**src/hdl/wet_pkg.sv**
```systemverilog
// wet_pkg: shared types and constants of the weighted edge table
// holds field widths, opcodes, status codes, the controller state type and
// the command and status bundles between controller and datapath
`default_nettype none

package wet_pkg;

    // fixed field widths
    localparam int OP_W     = 2;
    localparam int NODE_W   = 8;
    localparam int WORD_W   = 32;
    localparam int STATUS_W = 2;

    // parameter defaults
    localparam int NODE_COUNT_DEF  = 256;
    localparam int MAX_DEGREE_DEF  = 16;
    localparam int WEIGHT_BITS_DEF = 32;

    // opcodes (bit 1 set means lookup)
    localparam logic [OP_W-1:0] OP_ADD_REPLACE = 2'd0;
    localparam logic [OP_W-1:0] OP_ADD_ACCUM   = 2'd1;
    localparam logic [OP_W-1:0] OP_LOOKUP      = 2'd2;
    localparam logic [OP_W-1:0] OP_LOOKUP_ALT  = 2'd3;

    // result status codes
    localparam logic [STATUS_W-1:0] ST_OK        = 2'd0;
    localparam logic [STATUS_W-1:0] ST_SELF_LOOP = 2'd1;
    localparam logic [STATUS_W-1:0] ST_ROW_FULL  = 2'd2;
    localparam logic [STATUS_W-1:0] ST_RANGE     = 2'd3;

    // controller states
    typedef enum logic [2:0] {
        S_IDLE,
        S_CHECK,
        S_DEG,
        S_SCAN,
        S_HIT,
        S_MISS,
        S_OUT
    } t_state;

    // commands from controller to datapath
    typedef struct packed {
        logic capture;
        logic check;
        logic deg_load;
        logic scan;
        logic hit;
        logic miss;
        logic publish;
    } t_dp_cmd;

    // status from datapath to controller
    typedef struct packed {
        logic range_bad;
        logic self_add;
        logic hit;
        logic miss;
        logic out_busy;
    } t_dp_stat;

endpackage

`default_nettype wire

```
**src/hdl/wet_ctrl.sv**
```systemverilog
// wet_ctrl: sequencing state machine of the weighted edge table
// depends on wet_pkg for the state type and the command/status bundles
`default_nettype none

module wet_ctrl
    import wet_pkg::*;
(
    input  wire logic     i_clk,
    input  wire logic     i_rst_n,
    input  wire logic     i_in_valid,
    output logic          o_in_ready,
    input  wire t_dp_stat i_stat,
    output t_dp_cmd       o_cmd
);

    t_state r_state;
    t_state n_state;

    // state register
    always_ff @(posedge i_clk) begin
        if (!i_rst_n) begin
            r_state <= S_IDLE;
        end else begin
            r_state <= n_state;
        end
    end

    // next state
    always_comb begin
        n_state = r_state;
        unique case (r_state)
            S_IDLE: begin
                if (i_in_valid) begin
                    n_state = S_CHECK;
                end
            end
            S_CHECK: begin
                if (i_stat.range_bad || i_stat.self_add) begin
                    n_state = S_OUT;
                end else begin
                    n_state = S_DEG;
                end
            end
            S_DEG: begin
                n_state = S_SCAN;
            end
            S_SCAN: begin
                if (i_stat.hit) begin
                    n_state = S_HIT;
                end else if (i_stat.miss) begin
                    n_state = S_MISS;
                end
            end
            S_HIT: begin
                n_state = S_OUT;
            end
            S_MISS: begin
                n_state = S_OUT;
            end
            S_OUT: begin
                if (!i_stat.out_busy) begin
                    n_state = S_IDLE;
                end
            end
            default: begin
                n_state = S_IDLE;
            end
        endcase
    end

    // command outputs; no word is taken while reset is held
    always_comb begin
        o_cmd      = '0;
        o_in_ready = 1'b0;
        unique case (r_state)
            S_IDLE: begin
                o_in_ready    = i_rst_n;
                o_cmd.capture = i_in_valid && i_rst_n;
            end
            S_CHECK: begin
                o_cmd.check = 1'b1;
            end
            S_DEG: begin
                o_cmd.deg_load = 1'b1;
            end
            S_SCAN: begin
                o_cmd.scan = 1'b1;
            end
            S_HIT: begin
                o_cmd.hit = 1'b1;
            end
            S_MISS: begin
                o_cmd.miss = 1'b1;
            end
            S_OUT: begin
                o_cmd.publish = !i_stat.out_busy;
            end
            default: begin
                o_cmd = '0;
            end
        endcase
    end

endmodule

`default_nettype wire

```
**config.mk**
```make
export PLATFORM = sky130hd
export DESIGN_NAME = wet_ctrl
export DESIGN_NICKNAME = d
export VERILOG_FILES = /design/src/hdl/wet_pkg.sv /design/src/hdl/wet_ctrl.sv
export SDC_FILE = /design/constraint.sdc
export NUM_CORES = 1
export LEC_CHECK = 0
export BUFFER_PORTS_ARGS = -buffer_cell sky130_fd_sc_hd__buf_2
export CORE_AREA = 2 2 39 41
export CTS_CLUSTER_SIZE = 28
export DETAILED_ROUTE_END_ITERATION = 10
export DIE_AREA = 0 0 41 43
export HOLD_SLACK_MARGIN = 0.1
export PLACE_DENSITY = 0.38
export SLEW_MARGIN = 10
export SYNTH_ARGS = -nofsm -noshare
export SYNTH_HDL_FRONTEND = slang
export SYNTH_SLANG_ARGS = --single-unit
```
**constraint.sdc**
```tcl
create_clock -name i_clk -period 1.65 [get_ports i_clk]
set_input_delay 0.2475 -clock i_clk [delete_from_list [all_inputs] [get_ports i_clk]]
set_output_delay 0.2475 -clock i_clk [all_outputs]
set_load 0.03 [all_outputs]
```
==> results of run 1 <==
worst min-delay path, stage by stage:
cell and delay (ns):
buf_2 0.12, inv_1 0.06, a211oi_1 0.04
per-stage QoR:
step | hold WS, ns | util (%) | cells
3_5_place_dp | 0.531 | 22.1 | 58
4_1_cts | 0.285 | 24.0 | 62
2_1_floorplan | 0.384 | - | 29
6_report | 0.292 | 24.0 | 62
5_1_grt | 0.328 | 24.0 | 62
3_3_place_gp | 0.528 | 22.1 | 58
final timing paths:
| kind | to | cells past startpoint |
|---|---|---|
| setup / recovery | o_cmd[0] | 3 |
| setup reg to reg | r_state[2] | 3 |
| hold / removal | r_state[1] | 3 |
| hold reg to reg | r_state[2] | 2 |
final cells by class:
type | count | area (sq um) | area share [%]
timing repair buffer | 15 | 75.1 | 22.6
clock buffer | 4 | 26.3 | 7.92
sequential | 3 | 60.1 | 18.1
multi-input combinational | 21 | 139 | 41.9
inverter | 3 | 11.3 | 3.40
tap | 16 | 20.0 | 6.04
power groups by stage:
stage | combinational (mW) | clock (mW) | sequential, mW
after floorplan | 0.144 | 0 | 0.0944
after detailed placement | 0.154 | 0 | 0.120
after global placement | 0.156 | 0 | 0.119
after global routing | 0.170 | 0.138 | 0.123
final | 0.153 | 0.126 | 0.118
after CTS | 0.155 | 0.133 | 0.119
cells by family (layout without fill, tap and decap cells):
kind of cell	after synthesis	count (layout)	synth area share, %
buffers and inverters	5	22	13.5
and+or+nand+nor	14	14	38.2
AOI/OAI and AO/OA	7	7	21.3
DFF	3	3	27.0
placed cells by master, fill, tap and decap left out, drive strengths merged, types with 2 or more instances in the layout:
cell type | synthesis | layout
o21ai | 2 | 2
dfxtp | 3 | 3
clkbuf | 0 | 4
inv | 3 | 3
nor3 | 2 | 2
nor2 | 2 | 2
buf | 2 | 15
a211oi | 2 | 2
and3 | 5 | 5
routing by layer:
layer  up-vias  wire, microns  track usage [%]
met5         -              0                0
li1        140              -                -
met2        12            303             13.1
met3         0             52             3.14
met1       118            303             12.9
met4         0              0             6.00
==> flow_results.org, run 1 <==
** Place
- Summed over all nets, the half-perimeter wirelength after detailed placement is 502 microns.
- Buffers placed on the I/O ports in this run total 15.
- OpenSTA, run right after detailed placement, puts the worst setup slack at 0.344 ns.
- Final weighted congestion in routability-driven placement :: 0.737
- Placed Instance Area :: 305 sq um

** Min path
- The worst hold path begins at i_rst_n.
- Min-delay worst type :: primary input to flop

** Clock tree
- Deepest level of the CTS H-tree :: 1
- Bufs on Longest Clock Path :: 2
- TritonCTS built the clock tree.
- Insertion delay of the later-clocked pin in the worst-skew pair :: 0.23 ns
- For this design, the sink count on the clock tree is 3.
- Number of buffers inserted by hold repair at cts :: 0
- After clock tree synthesis, the setup repair step added 0 buffers.
- Number of gates given a new drive strength after cts :: 0
- Root Buffer Master :: clkbuf_4
- Clock transition at the registers of the reported paths :: 0.04 ns
- Clock tree synthesis inserted a total of 3 buffers.

** Power
- Proportion of power drawn by the clock network :: 31.8%
- Share of power burned in combinational logic :: 38.5%
- Final total power :: 0.397 mW
- The worst-case IR drop observed on VDD is 0.354 mV.
- Power dissipated by switching net loads :: 0.164 mW
- Power per unit of standard cell area :: 1200 nW/um^2
- Pint :: 0.233 mW
- Switching Fraction :: 41.2%
- The analysis attributes to cell leakage a power of 0.174 nW.
- Sequential share of power :: 29.7%

** Timing
- Slew Limit Fails :: 0
- Total Negative Setup Slacks :: 0 ns
- # setup viols final :: 0
- Worst relative slew slack :: 77.1%
- For this run, the top clock speed supported by timing is 652 MHz.
- Hold Vio Cnt, Final :: 0
- Setup slack closes at 0.117 ns.
- Setup clock skew after layout :: 0.00273 ns
- Unrepaired setup endpoints after global routing :: false
- Of the available clock period, the critical path in the final layout requires 92.9%.
- The worst path in the final design needs a cycle of 1.53 ns, including I/O delays and setup.
- At the pin with the least slew margin, the transition time is 0.344 ns.

** GRT
- Summed over all layers, the global routing overflow is 0.
- Entering global routing, the biggest net connects 12 pins.
- The number of antenna violations at the first check in global routing came to 0.
- The first global-routing pass estimated 1120 microns of wire.
- Overall global routing resource usage :: 9.74%
- Via count of the first global-routing pass :: 251

** Floorplan
- Effective utilization at floorplan :: 16.1%
- Top-level port count :: 16
- In this run the vertical extent of the chip is 43 microns.
- Row Count :: 14
- Horizontal die dimension :: 41 microns
- The floorplan step defined a die boundary enclosing 1760 sq um.
- Placeable core region :: 1380 sq um

** Logic synthesis
- Count of mapped cells out of synthesis :: 29
- Count of warnings emitted by yosys :: 0
- By instance count, the leading cell after synthesis is and3_1.
- Primary flip-flop cell chosen by synthesis mapping :: dfxtp_1
- Synth area leaders :: dfxtp_1, and3_1, a211oi_1, buf_6, nor3_2
- After synthesis, the netlist uses 21 different library cells.
- The share of the Yosys chip area taken by registers is 27.0%.
- The commonest cells after synthesis are and3_1, dfxtp_1, a211oi_1, inv_2, nor2_1.
- Number of nets in the synthesized netlist :: 37
- Mean instance size in the synthesized netlist :: 7.68 sq um
- Synthesis inferred 3 register bits.
- The largest total area in the synthesized netlist belongs to dfxtp_1.
- Count of flip-flops with a built-in enable after synthesis :: 0
- The top cell type by area accounts for 27.0% of the synthesized area.
- Counting flops with an async set or reset pin after synthesis yields a share of 0%.
- The mapped netlist covers 223 sq um.

** Worst setup path
- The number of buffers and inverters on the critical path is 2.
- In this design, the stage delay of the slowest critical-path cell is 0.51 ns.
- In this run the critical register-to-register path is launched from r_state[1].
- In this run the worst setup path begins at r_state[1].
- Slowest cell on crit path :: dfxtp_1
- Category of the most critical setup path :: flop to primary output
- CP delay by family, top :: flip-flops
- STA classifies the critical path endpoint as a primary output.
- Critical Path RT :: 1.40 ns
- Setup slack on the worst reg-to-reg path comes out at 0.50 ns.
- Launching element type of the critical path :: flop
- Traced cell by cell, the critical path runs through inv_2 > nor4_2 > buf_2.
- CP arrival :: 1.29 ns
- Of all nets on the critical path, the largest fanout is 9.

** Drt
- Vias post-DR :: 270
- After detailed routing, the number of remaining DRC violations is 0.
- Drt wl/cell :: 10.6 microns
- Remaining antenna violation count :: 0
- First-pass iteration count of the detailed router :: 2
- Routed via count divided by cell count :: 4.35
- The final layout contains routed wiring with a total length of 658 microns.
- In this run, the number of DRC markers left after iteration 0 of detailed routing was 4.

** Run status
- The run finished with clean final reports.

** Cells and area
- The repair_antennas step left the layout with diodes totalling 0.
- The register with the most flip-flops in the final layout is r_state.
- The net count of the finished layout is 55.
- Share of final-layout standard cells stronger than drive strength 1 :: 50.0%
- Largest registers :: r_state: 3 flops
- Summing all non-filler instances in the final layout gives an area of 332 sq um.
- Largest register FFs :: 3
- After filler insertion, the fill cell instance count of the layout stands at 164.
- The area growth from synthesis to layout is 48.9%.

** Run
- Maxcap violations :: 0
No activity file was read; power rests on OpenSTA's default activity.
==> run 2, diff against run 1 <==
Clock period 1.65 ns to 1.52 ns, I/O delays scaled along.
==> flow_results.org, run 2 (synthesis gave the netlist of run 1 again) <==
** Worst setup path
- Register-to-register setup slack :: 0.33 ns (was 0.50 ns)
- CP arrival :: 1.21 ns (was 1.29 ns)
- The logic depth of the worst register-to-register path was 3 (unchanged).
- The critical path class is flop to primary output (unchanged).
- Crit path buf inv count :: 1 (was 2)
- The kind of start point of the critical path was a flop (unchanged).
- Worst r2r dst :: r_state[2] (unchanged)
- The standard cell with the maximum stage delay on the critical path was dfxtp_1 (unchanged).
- Maximum net fanout on the critical path :: 11 (was 9)
- Stages on the worst setup path :: 2 (was 3)
- Reg-to-reg critical path startpoint :: r_state[0] (was r_state[1])
- Critical path's largest stage delay :: 0.55 ns (was 0.51 ns)
- The category of cells accounting for the largest share of critical-path delay is flip-flops (unchanged).
- Critical Path RT :: 1.29 ns (was 1.40 ns)
- Series of cell instances along the critical path: and3_2 > buf_2 (was inv_2 > nor4_2 > buf_2).
- Type of destination of the critical path :: primary output (unchanged)

** Run status
- Result of the run :: finished clean (unchanged)

** GRT
- The overall fraction of global-route tracks in use came to 9.74% (unchanged).
- The number of antenna violations at the first check in global routing is 0 (unchanged).
- Via count of the first global-routing pass :: 251 (unchanged)
- First-pass GRT wire length :: 1120 microns (unchanged)
- The pin count of the biggest net entering global routing was 12 (unchanged).
- Total global routing overflow :: 0 (unchanged)

** Timing
- The setup skew after layout was 0.00277 ns (was 0.00273 ns).
- Final clock period utilization by the worst path :: 94.7%
- Unrepaired setup endpoints after global routing :: false (unchanged)
- Time the worst path needs with I/O delays and setup :: 1.44 ns
- Worst relative slew slack :: 73.6% (was 77.1%)
- Actual transition at the worst max-transition pin :: 0.395 ns (was 0.344 ns)
- The hold violation total from the final report is 0 (unchanged).
- The setup total negative slack came to 0 ns (unchanged).
- The smallest setup slack after layout is 0.0800 ns (was 0.117 ns).
- # setup viols final :: 0 (unchanged)
- Slew Limit Fails :: 0 (unchanged)
- Static timing analysis puts the maximum clock frequency at 694 MHz.

** Cells and area
- Storage cell area :: 62.6 sq um (was 60.1 sq um)
- Share of final-layout standard cells stronger than drive strength 1 :: 54.3% (was 50.0%)
- The final standard cell area without fillers came to 343 sq um (was 332 sq um).
- Antenna cells :: 0 (unchanged)
- The area added between synthesis and finish came to 53.9% (was 48.9%).
- Largest registers :: r_state: 3 flops (unchanged)
- Filler cell count :: 162 (was 164)
- Largest register FFs :: 3 (unchanged)
- The most common cell after layout, fill and taps aside was buf_2 (unchanged).
- The final core area utilization is 24.8% (was 24.0%).
- Combined area of the multi-input logic cells :: 145 sq um (was 139 sq um)
- Biggest register :: r_state (unchanged)
- Fin nets :: 55 (unchanged)
- Commonest cells after routing, fill and taps aside :: buf_2, and3_1, clkbuf_4 (was buf_2, and3_1, clkbuf_4, dfxtp_1)

** Clock tree
- The number of hold buffers added after cts is 0 (unchanged).
- Insertion delay of the later-clocked pin in the worst-skew pair :: 0.23 ns (about the same)
- Number of buffers inserted during clock tree synthesis :: 3 (unchanged)
- The CTS tree is done (unchanged).
- Bufs on Longest Clock Path :: 2 (unchanged)
- The total number of H-tree levels came to 1 (unchanged).
- Root Buffer Master :: clkbuf_4 (unchanged)
- Total clock sinks :: 3 (unchanged)
- The clock transition at the registers of the reported paths was 0.04 ns (about the same).
- The buffer count from post-CTS setup fixing was 0 (unchanged).

** Power
- The post-layout total power is 0.443 mW (was 0.397 mW).
- Power per unit of standard cell area :: 1290 nW/um^2 (was 1200 nW/um^2)
- Peak ir drop on the vdd network :: 0.389 mV (was 0.354 mV)
- The total leakage power came to 0.175 nW (was 0.174 nW).

** Floorplan
- The height of the chip came to 43 microns (unchanged).
- The chip width came to 41 microns (unchanged).
- The total core area is 1380 sq um (unchanged).
- The count of pins on the block boundary came to 16 (unchanged).
- The site row count is 14 (unchanged).
- Total die area :: 1760 sq um (unchanged)
- The starting density of the core is 16.1% (unchanged).

** Drt
- Violation count after the first detailed-routing iteration :: 3 (was 4)
- The number of vias per cell came to 4.39 (was 4.35).
- Remaining antenna violation count :: 0 (unchanged)
- The DRC violations left is 0 (unchanged).
- Total Routed Length :: 658 microns (unchanged)
- Drt wl/cell :: 10.6 microns (unchanged)
- First-pass iteration count of the detailed router :: 2 (unchanged)
- Vias post-DR :: 272 (was 270)

** Place
- The number of I/O port buffers was 15 (unchanged).
- The final weighted congestion in routability-driven placement came to 0.738 (was 0.737).
- The standard cell area after detailed placement was 305 sq um (unchanged).
- The post-place setup slack came to 0.234 ns (was 0.344 ns).
- Total half-perimeter wirelength after legalization and detailed placement :: 502 microns (unchanged)

** Run
- The count of max-cap constraint violations is 0 (unchanged).

** Min path
- The startpoint of the worst hold path was i_rst_n (unchanged).
- The count of cells along the worst hold path came to 3 (unchanged).
- The worst-case hold path end point was r_state[1] (unchanged).
- The worst hold path class is primary input to flop (unchanged).
run 2: worst reg2reg max path: stages, from the launching register on:
cell and delay (ns):
dfxtp_1 0.55, and2b_1 0.26, o32ai_1 0.17, a211oi_1 0.09
run 2: worst max path at each step:
stage	from	slack, ns	to
finish	r_state[0]	0.08	o_cmd[1]
detailed placement	r_state[1]	0.23	o_cmd[0]
global placement	r_state[1]	0.25	o_cmd[0]
global route	r_state[0]	0.0004	o_cmd[6]
floorplan	r_state[2]	0.13	o_cmd[2]
CTS	r_state[2]	0.02	o_cmd[0]
run 2: cell type report:
class,instances,area share (%)
flip-flops and latches,3,18.2
multi-input cells,21,42.3
well taps,16,5.84
clock buffers,4,7.66
repair buffers,15,22.6
inverters,3,3.28
run 2: routing by layer:
metal  share of wire (%)  vias up  track usage [%]
met5                   0        -                0
met2                  46       12             13.1
li1                    -      141                -
met1                  46      119             12.9
met4                   0        0             6.00
met3                 7.8        0             3.14
run 2: timing repair:
| action | CTS | global route |
|---|---|---|
| endpoints found under the setup margin | 1 | 3 |
| hold endpoints to repair | 0 | 0 |
| pin swaps | 0 | 1 |
| gates resized for setup | 1 | 3 |
run 2: metrics by stage:
stage | hold WS, ns | instances
global route | 0.301 | 62
detailed placement | 0.512 | 58
CTS | 0.258 | 62
global placement | 0.509 | 58
floorplan | 0.365 | 29
finish | 0.266 | 62
run 2: report_power, final:
group | total (mW) | internal, mW | leakage, nW | switching (mW)
registers | 0.135 | 0.0960 | 0.0255 | 0.0392
clock network | 0.137 | 0.0982 | 0.0150 | 0.0388
logic | 0.171 | 0.0665 | 0.135 | 0.105
total | 0.443 | 0.261 | 0.175 | 0.183
